===== src/rtl/ttcw_pkg.sv =====
// ----------------------------------------------------------------------------
// ttcw_pkg
// Shared types, codes and escape sequence tables for the terminal text
// clip-and-wrap block.
// ----------------------------------------------------------------------------
package ttcw_pkg;

  // symbol and field widths
  localparam int SYM_W = 21;
  localparam int CW_W  = 3;
  localparam int REG_W = 10;
  localparam int COL_W = 12;
  localparam int ROW_W = 11;

  // tab stop spacing (power of two)
  localparam int TAB_STOP = 8;

  // first row of the window
  localparam int ROW_HOME = 2;

  // characters of interest
  localparam logic [SYM_W-1:0] CH_ESC = 21'h00001B;
  localparam logic [SYM_W-1:0] CH_LF  = 21'h00000A;
  localparam logic [SYM_W-1:0] CH_TAB = 21'h000009;
  localparam logic [SYM_W-1:0] CH_LBR = 21'h00005B;
  localparam logic [SYM_W-1:0] CH_M   = 21'h00006D;
  localparam logic [SYM_W-1:0] CH_3   = 21'h000033;
  localparam logic [SYM_W-1:0] CH_0   = 21'h000030;
  localparam logic [SYM_W-1:0] CH_H   = 21'h000048;
  localparam logic [SYM_W-1:0] CH_E   = 21'h000045;

  // configuration register indexes
  localparam logic CFG_COLUMNS = 1'b0;
  localparam logic CFG_ROWS    = 1'b1;

  // escape tracking
  typedef enum logic [1:0] {
    ESC_NORMAL = 2'd0,
    ESC_AFTER  = 2'd1,
    ESC_CSI    = 2'd2
  } esc_phase_t;

  // frame tracking
  typedef enum logic [1:0] {
    FRM_IDLE   = 2'd0,
    FRM_ACTIVE = 2'd1,
    FRM_DONE   = 2'd2
  } frame_phase_t;

  // output segments of one item, in send order
  typedef enum logic [1:0] {
    SEG_HOME  = 2'd0,
    SEG_NL    = 2'd1,
    SEG_SYM   = 2'd2,
    SEG_CLOSE = 2'd3
  } seg_t;

  // position of the last symbol in a segment
  function automatic logic [1:0] seg_last_pos(seg_t seg);
    logic [1:0] p;
    unique case (seg)
      SEG_HOME:  p = 2'd3;
      SEG_NL:    p = 2'd2;
      SEG_SYM:   p = 2'd0;
      SEG_CLOSE: p = 2'd3;
      default:   p = 2'd0;
    endcase
    return p;
  endfunction

  // fixed escape sequence symbols; the character segment uses its own payload
  function automatic logic [SYM_W-1:0] seg_symbol(seg_t seg, logic [1:0] pos);
    logic [SYM_W-1:0] s;
    s = CH_ESC;
    unique case (pos)
      2'd0: s = CH_ESC;
      2'd1: s = CH_LBR;
      2'd2: begin
        if (seg == SEG_HOME) begin
          s = CH_3;
        end else if (seg == SEG_NL) begin
          s = CH_E;
        end else begin
          s = CH_0;
        end
      end
      2'd3: s = (seg == SEG_HOME) ? CH_H : CH_M;
      default: s = CH_ESC;
    endcase
    return s;
  endfunction

endpackage


===== src/rtl/terminal_text_clip_wrap.sv =====
// ----------------------------------------------------------------------------
// terminal_text_clip_wrap
// Lays a character stream into a terminal window starting at row 2: wraps,
// expands newline and tab, passes escape sequences, frames with home/reset.
// ----------------------------------------------------------------------------
//
//   channel | ports                                           | direction
//   --------+-------------------------------------------------+----------
//   in      | in_valid in_ready in_code_point in_char_width   | input
//           | in_stream_end                                   |
//   out     | out_valid out_ready out_symbol out_last_of_run  | output
//   cfg     | cfg_valid cfg_ready cfg_index cfg_data          | input
//
// One input register feeds the per-item logic, which loads a burst register
// (home, next-line, character, close segments). The burst drains one symbol
// per cycle while out_ready is high; an item yields up to 12 symbols, and
// an item with no result is consumed without loading the burst. The next
// item is taken while the last symbol of the current burst goes out. Reset
// (rst_n low, synchronous) restores columns 80, rows 24 and an idle frame.
// The output holds while out_ready is low; the input register holds until
// its item can be loaded.
//
module terminal_text_clip_wrap (
  input  logic                          clk,
  input  logic                          rst_n,
  // input items
  input  logic                          in_valid,
  output logic                          in_ready,
  input  logic [ttcw_pkg::SYM_W-1:0]    in_code_point,
  input  logic signed [ttcw_pkg::CW_W-1:0] in_char_width,
  input  logic                          in_stream_end,
  // result items
  output logic                          out_valid,
  input  logic                          out_ready,
  output logic [ttcw_pkg::SYM_W-1:0]    out_symbol,
  output logic                          out_last_of_run,
  // configuration writes
  input  logic                          cfg_valid,
  output logic                          cfg_ready,
  input  logic                          cfg_index,
  input  logic [ttcw_pkg::REG_W-1:0]    cfg_data
);

  // configuration registers
  logic [ttcw_pkg::REG_W-1:0] columns_r;
  logic [ttcw_pkg::REG_W-1:0] rows_r;

  // input register
  logic                              in_v_r;
  logic [ttcw_pkg::SYM_W-1:0]        cp_r;
  logic signed [ttcw_pkg::CW_W-1:0]  w_r;
  logic                              end_r;

  // layout state
  logic [ttcw_pkg::COL_W-1:0] col_r, col_nxt;
  logic [ttcw_pkg::ROW_W-1:0] row_r, row_nxt;
  ttcw_pkg::esc_phase_t       esc_r, esc_nxt;
  ttcw_pkg::frame_phase_t     frm_r, frm_nxt;

  // burst register
  logic [3:0]                 mask_r, mask_nxt;
  logic [1:0]                 pos_r;
  logic [ttcw_pkg::SYM_W-1:0] bsym_r;

  // per-item work signals
  logic                       ok_pre, ok_post;
  logic signed [13:0]         col_sum;
  logic [ttcw_pkg::COL_W-1:0] col_adv;
  logic [ttcw_pkg::COL_W-1:0] col_tab;
  logic [ttcw_pkg::ROW_W-1:0] row_inc;
  logic [ttcw_pkg::COL_W-1:0] lim;
  logic [ttcw_pkg::ROW_W-1:0] rlim;

  // output side signals
  ttcw_pkg::seg_t             cur_seg;
  logic                       seg_end;
  logic                       run_end;
  logic [3:0]                 cur_bit;
  logic                       out_fire;
  logic                       can_load;
  logic                       consume;

  assign cfg_ready = 1'b1;

  // config write
  always_ff @(posedge clk) begin
    if (!rst_n) begin
      columns_r <= 10'd80;
      rows_r    <= 10'd24;
    end else if (cfg_valid && cfg_ready) begin
      unique case (cfg_index)
        ttcw_pkg::CFG_COLUMNS: columns_r <= cfg_data;
        ttcw_pkg::CFG_ROWS:    rows_r    <= cfg_data;
        default:               columns_r <= columns_r;
      endcase
    end
  end

  assign lim  = {2'b00, columns_r};
  assign rlim = {1'b0, rows_r};

  function automatic logic [ttcw_pkg::ROW_W-1:0] ROW_W_INC(logic [ttcw_pkg::ROW_W-1:0] r);
    return ttcw_pkg::ROW_W'(r + 11'd1);
  endfunction

  // per-item layout: which segments to send and the next state
  always_comb begin
    col_nxt  = col_r;
    row_nxt  = row_r;
    esc_nxt  = esc_r;
    frm_nxt  = frm_r;
    mask_nxt = 4'b0000;
    row_inc  = ROW_W_INC(row_r);
    col_sum  = $signed({2'b00, col_r}) + $signed({{11{w_r[2]}}, w_r});
    col_adv  = col_sum[13] ? '0 : col_sum[ttcw_pkg::COL_W-1:0];
    col_tab  = ttcw_pkg::COL_W'(col_r + (ttcw_pkg::TAB_STOP - (col_r % ttcw_pkg::TAB_STOP)));
    ok_pre   = (col_r <= lim) && (row_r < rlim);
    ok_post  = 1'b1;
    if (frm_r == ttcw_pkg::FRM_DONE) begin
      // frame finished: drop until the stream ends
      if (end_r) begin
        col_nxt = '0;
        row_nxt = ttcw_pkg::ROW_W'(ttcw_pkg::ROW_HOME);
        esc_nxt = ttcw_pkg::ESC_NORMAL;
        frm_nxt = ttcw_pkg::FRM_IDLE;
      end
    end else begin
      if (frm_r == ttcw_pkg::FRM_IDLE) begin
        mask_nxt[ttcw_pkg::SEG_HOME] = 1'b1;
        frm_nxt = ttcw_pkg::FRM_ACTIVE;
      end
      if (!ok_pre || end_r) begin
        mask_nxt[ttcw_pkg::SEG_CLOSE] = 1'b1;
        if (end_r) begin
          col_nxt = '0;
          row_nxt = ttcw_pkg::ROW_W'(ttcw_pkg::ROW_HOME);
          esc_nxt = ttcw_pkg::ESC_NORMAL;
          frm_nxt = ttcw_pkg::FRM_IDLE;
        end else begin
          frm_nxt = ttcw_pkg::FRM_DONE;
        end
      end else begin
        if (esc_r == ttcw_pkg::ESC_CSI) begin
          // inside a control sequence: pass until the final 'm'
          mask_nxt[ttcw_pkg::SEG_SYM] = 1'b1;
          if (cp_r == ttcw_pkg::CH_M) begin
            esc_nxt = ttcw_pkg::ESC_NORMAL;
          end
        end else if (esc_r == ttcw_pkg::ESC_AFTER && cp_r == ttcw_pkg::CH_LBR) begin
          mask_nxt[ttcw_pkg::SEG_SYM] = 1'b1;
          esc_nxt = ttcw_pkg::ESC_CSI;
        end else begin
          esc_nxt = ttcw_pkg::ESC_NORMAL;
          priority if (cp_r == ttcw_pkg::CH_ESC) begin
            mask_nxt[ttcw_pkg::SEG_SYM] = 1'b1;
            esc_nxt = ttcw_pkg::ESC_AFTER;
          end else if (cp_r == ttcw_pkg::CH_LF) begin
            row_nxt = row_inc;
            col_nxt = '0;
            if (row_inc < rlim) begin
              mask_nxt[ttcw_pkg::SEG_NL] = 1'b1;
            end
          end else if (cp_r == ttcw_pkg::CH_TAB) begin
            if (col_tab > lim) begin
              row_nxt = row_inc;
              col_nxt = ttcw_pkg::COL_W'(ttcw_pkg::TAB_STOP);
              if (row_inc < rlim) begin
                mask_nxt[ttcw_pkg::SEG_NL]  = 1'b1;
                mask_nxt[ttcw_pkg::SEG_SYM] = 1'b1;
              end
            end else begin
              col_nxt = col_tab;
              mask_nxt[ttcw_pkg::SEG_SYM] = 1'b1;
            end
          end else begin
            // printable: wrap when the new column passes the limit
            if (col_adv > lim) begin
              row_nxt = row_inc;
              col_nxt = {10'b0, w_r[1:0]};
              if (row_inc < rlim) begin
                mask_nxt[ttcw_pkg::SEG_NL]  = 1'b1;
                mask_nxt[ttcw_pkg::SEG_SYM] = 1'b1;
              end
            end else begin
              col_nxt = col_adv;
              mask_nxt[ttcw_pkg::SEG_SYM] = 1'b1;
            end
          end
        end
        // close when the item leaves the window
        ok_post = (col_nxt <= lim) && (row_nxt < rlim);
        if (!ok_post) begin
          mask_nxt[ttcw_pkg::SEG_CLOSE] = 1'b1;
          frm_nxt = ttcw_pkg::FRM_DONE;
        end
      end
    end
  end

  // current segment is the lowest pending one
  always_comb begin
    priority if (mask_r[ttcw_pkg::SEG_HOME]) begin
      cur_seg = ttcw_pkg::SEG_HOME;
    end else if (mask_r[ttcw_pkg::SEG_NL]) begin
      cur_seg = ttcw_pkg::SEG_NL;
    end else if (mask_r[ttcw_pkg::SEG_SYM]) begin
      cur_seg = ttcw_pkg::SEG_SYM;
    end else begin
      cur_seg = ttcw_pkg::SEG_CLOSE;
    end
    cur_bit = 4'b0001 << cur_seg;
    seg_end = (pos_r == ttcw_pkg::seg_last_pos(cur_seg));
    run_end = seg_end && ((mask_r & ~cur_bit) == 4'b0000);
  end

  assign out_valid       = (mask_r != 4'b0000);
  assign out_symbol      = (cur_seg == ttcw_pkg::SEG_SYM) ? bsym_r
                                                          : ttcw_pkg::seg_symbol(cur_seg, pos_r);
  assign out_last_of_run = run_end;
  assign out_fire        = out_valid && out_ready;

  // handoff between input register and burst register
  assign can_load = !out_valid || (out_fire && run_end);
  assign consume  = in_v_r && (can_load || (mask_nxt == 4'b0000));
  assign in_ready = !in_v_r || consume;

  // input register
  always_ff @(posedge clk) begin
    if (!rst_n) begin
      in_v_r <= 1'b0;
    end else if (in_ready) begin
      in_v_r <= in_valid;
    end
  end

  always_ff @(posedge clk) begin
    if (in_valid && in_ready) begin
      cp_r  <= in_code_point;
      w_r   <= in_char_width;
      end_r <= in_stream_end;
    end
  end

  // layout state update
  always_ff @(posedge clk) begin
    if (!rst_n) begin
      col_r <= '0;
      row_r <= ttcw_pkg::ROW_W'(ttcw_pkg::ROW_HOME);
      esc_r <= ttcw_pkg::ESC_NORMAL;
      frm_r <= ttcw_pkg::FRM_IDLE;
    end else if (consume) begin
      col_r <= col_nxt;
      row_r <= row_nxt;
      esc_r <= esc_nxt;
      frm_r <= frm_nxt;
    end
  end

  // burst register: load a new item or step through the pending segments
  always_ff @(posedge clk) begin
    if (!rst_n) begin
      mask_r <= 4'b0000;
      pos_r  <= 2'd0;
    end else if (consume && (mask_nxt != 4'b0000)) begin
      mask_r <= mask_nxt;
      pos_r  <= 2'd0;
    end else if (out_fire) begin
      if (seg_end) begin
        mask_r <= mask_r & ~cur_bit;
        pos_r  <= 2'd0;
      end else begin
        pos_r  <= 2'(pos_r + 2'd1);
      end
    end
  end

  always_ff @(posedge clk) begin
    if (consume && (mask_nxt != 4'b0000)) begin
      bsym_r <= cp_r;
    end
  end

`ifndef SYNTHESIS
  // idle frame always sits at the window origin in normal text
  a_idle_origin: assert property (@(posedge clk) disable iff (!rst_n)
    (frm_r == ttcw_pkg::FRM_IDLE) |->
      (col_r == '0 && row_r == ttcw_pkg::ROW_W'(ttcw_pkg::ROW_HOME)
       && esc_r == ttcw_pkg::ESC_NORMAL))
    else $error("idle frame not at origin");

  // row never falls below the window top
  a_row_floor: assert property (@(posedge clk) disable iff (!rst_n)
    row_r >= ttcw_pkg::ROW_W'(ttcw_pkg::ROW_HOME))
    else $error("row below window top");

  // next-line segment is three symbols long
  a_nl_pos: assert property (@(posedge clk) disable iff (!rst_n)
    (out_valid && cur_seg == ttcw_pkg::SEG_NL) |-> (pos_r != 2'd3))
    else $error("next-line position out of range");

  // final symbol taken with nothing waiting leaves the burst empty
  a_drain_empty: assert property (@(posedge clk) disable iff (!rst_n)
    (out_fire && run_end && !in_v_r) |=> (mask_r == 4'b0000))
    else $error("burst not empty after last symbol");
`endif

endmodule


===== config.mk =====
export PLATFORM = sky130hd
export DESIGN_NAME = terminal_text_clip_wrap
export DESIGN_NICKNAME = d
export VERILOG_FILES = /design/src/rtl/ttcw_pkg.sv /design/src/rtl/terminal_text_clip_wrap.sv
export SDC_FILE = /design/constraint.sdc
export NUM_CORES = 1
export LEC_CHECK = 0
export BUFFER_PORTS_ARGS = -buffer_cell sky130_fd_sc_hd__buf_4
export CAP_MARGIN = 20
export CORE_MARGIN = 2
export CORE_UTILIZATION = 49
export CTS_CLUSTER_DIAMETER = 60
export DETAILED_ROUTE_END_ITERATION = 8
export HOLD_SLACK_MARGIN = 0.02
export PLACE_DENSITY = 0.68
export SETUP_SLACK_MARGIN = 0.05
export SYNTH_ARGS = -nofsm -noshare
export SYNTH_HDL_FRONTEND = slang
export SYNTH_SLANG_ARGS = --single-unit

===== constraint.sdc =====
create_clock -name clk -period 11.8 [get_ports clk]
set_clock_uncertainty 0.1 [all_clocks]
set_input_delay 2.36 -clock clk [delete_from_list [all_inputs] [get_ports clk]]
set_output_delay 2.36 -clock clk [all_outputs]
set_load 0.005 [all_outputs]

==> results.tsv <==
metric	value	unit
DR DRC count	0	
Core Util, Final	57.19	%
clock root cell	clkbuf_16	
cts hold-fix bufs	0	
fin. max-slew vios	0	
Critical Path AT	7.71	ns
clock latency on the worst-skew pair	0.36	ns
gpl congestion	0.9530	
Primary FF master, synth	dfxtp_1	
core area	13990	sq um
FILL cells	1246	
wirelength, routed	18150	um
outcome	finished clean	
remaining antenna violation count	0	
max frequency	98.30	MHz
Inst Count DP	983	
Slowest cell on crit path	a211oi_2	
vias per cell	6.022	
Post-synth EDFFs	46	
Fin Setup TNS	0	ns
chip width	124.1	um
sequential-to-total area share from yosys stat	34.84	%
P&R area growth vs syn	13.21	%
power per cell area	127.8	nW/um^2
main area contributors after synthesis	edfxtp_1 20%, ha_1 16%, dfxtp_1 15%	
port bufs	64	
largest net degree at the start of global routing	30	
Crit. End Element	output pin	
drt first pass iters	5	
CTS tree	built	
Power, Total	1.022	mW
unrepaired setup endpoints after global routing	no	
post-synthesis register bit count	100	
Reg clk slew, reported paths	0.06	ns
total number of yosys warnings	0	
Final nets	948	
Avg Cell Area, Syn	9.323	sq um
largest stage delay on the critical path	0.79	ns
syn_nets	891	
WL/cell	18.15	um
Tcrit/Tclk final	86.22	%
CP bufs+invs	4	
Period minus WS final	10.17	ns
Initial Util	50.52	%
vias in the first global route	6025	
leading area contributor after synthesis	edfxtp_1	
setup violators final	0	
hpwl dp	14090	um
Max-slew headroom	38.85	%
layout cells sized above 1	13.05	%
Post-CTS Resized	0	
Yosys top cell area share	19.55	%
Synth Instances	758	
first-pass GRT wire length	29530	um
Chip Height	124.1	um
Antenna Cells	0	
Worst Path Max Fanout	15	
initial antenna violation count	0	
CP required	9.34	ns
CP startpoint kind	flop	
die area	15400	sq um
total of max-cap violations	0	
Synth Cell Area	7067	sq um
asr flop ratio synth	0	%
worst min path class	reg2reg	
total track usage	24.59	%
Overflow after GRT	0	
Worst-Margin Slew	0.9155	ns
row count	43	
CP delay by family, top	compound AO/OA/AOI/OAI gates	
synth unique cells	78	
Leak	3.343	nW
kind of critical path	reg2out	
H-tree depth	3	
Max rail drop VDD	81.44	uV
CTS Buf Count	9	
final hold violations	0	
Post-CTS Setup Repair Bufs	0	
fin cells	1000	
via count	6022	
Boundary Pins	66	
CTS sink cnt	100	
clock tree buffer depth	2	
Iteration-0 DRC Markers	387	
[synthesized netlist by cell type (all sizes together), types with 5 or more instances]
master,instances
nand2,92
ha,91
dfxtp,54
a21oi,49
edfxtp,46
inv,46
o21ai,36
nor2,31
xnor2,25
a21o,20
a22o,17
nor3,17
and2,16
nand3,15
clkbuf,14
nand2b,14
xor2,14
nand4,13
a211oi,12
o211ai,10
nor2b,9
buf,8
a22oi,7
and3,7
nor4,7
o21a,7
a2111oi,6
or3,6
o31ai,5
[sequential cells by signal, indices dropped and copies added, names as in the netlist, 3 cells and up]
signal	flops
bsym_r	21
col_r	12
columns_r	10
cp_r	21
mask_r	4
row_r	11
rows_r	10
w_r	3
[stage by stage]
step                hold WS (ns)  setup slack [ns]  area [sq um]
floorplan                 0.3172             3.381          7067
global placement          0.3325             2.382          7679
detailed placement        0.3368             2.162          7679
CTS                       0.3519             1.668          7973
global route              0.3663             1.096          8000
finish                    0.3496             1.627          8000
[cell families after synthesis]
group	Yosys count	share of synthesized area, %
buffers and inverters	68	4.178
AO/OA/AOI/OAI	211	21.58
flip-flops	100	34.84
XOR/XNOR	39	4.940
AND/OR/NAND/NOR	241	17.10
other	1	0.05307
adder cells (fa/ha/maj)	92	16.40
multiplexers	6	0.9030
[power by group]
| group | total [mW] | internal [mW] | switching, mW |
|---|---|---|---|
| clock network | 0.292 | 0.157 | 0.135 |
| logic | 0.312 | 0.132 | 0.180 |
| registers | 0.418 | 0.395 | 0.0230 |
[layout by cell type, fill, tap and decap left out, drive strengths merged, types with 4 or more instances in the layout]
master / count
nand3: 15
nor2b: 9
nor2: 31
and3: 7
a21o: 20
buf: 68
a22oi: 7
dfxtp: 54
ha: 91
or3: 6
nor4: 7
nand2b: 14
edfxtp: 46
clkinv: 4
a211oi: 12
nand2: 92
or2: 4
nand4: 13
o221ai: 4
clkbuf: 10
a22o: 17
inv: 48
xor2: 14
a2111oi: 6
o311ai: 4
nor3: 17
o21ai: 36
and2: 16
a21oi: 49
xnor2: 25
o21a: 7
o31ai: 5
o211ai: 10
[worst paths after layout]
check	from	endpoint	slack [ns]	cells past startpoint
worst max-delay path	w_r[2]	in_ready	1.63	26
worst min-delay path	cp_r[8]	bsym_r[8]	0.35	0
worst min register to register	cp_r[8]	bsym_r[8]	0.35	0
worst max register to register	w_r[2]	cp_r[12]	3.64	27
[per-layer routing]
metal  wire [um]  track usage, %  up-vias
met1        7904           30.49     2874
li1            -               -     2932
met2        8859           42.90      189
met4         378           8.497        0
met5           0               0        -
met3        1003           4.350       27
[area by class of cell]
type                            count  area (sq um)  share of cell area [%]
Clock buffer                       10         250.2                   3.128
Clock inverter                      6         43.79                  0.5474
Inverter                           46         172.7                   2.158
Multi-Input combinational cell    590          4315                   53.94
Sequential cell                   100          2462                   30.78
Tap cell                          180         225.2                   2.815
Timing Repair Buffer               68         530.5                   6.631
No activity file was read; power rests on OpenSTA's default activity.
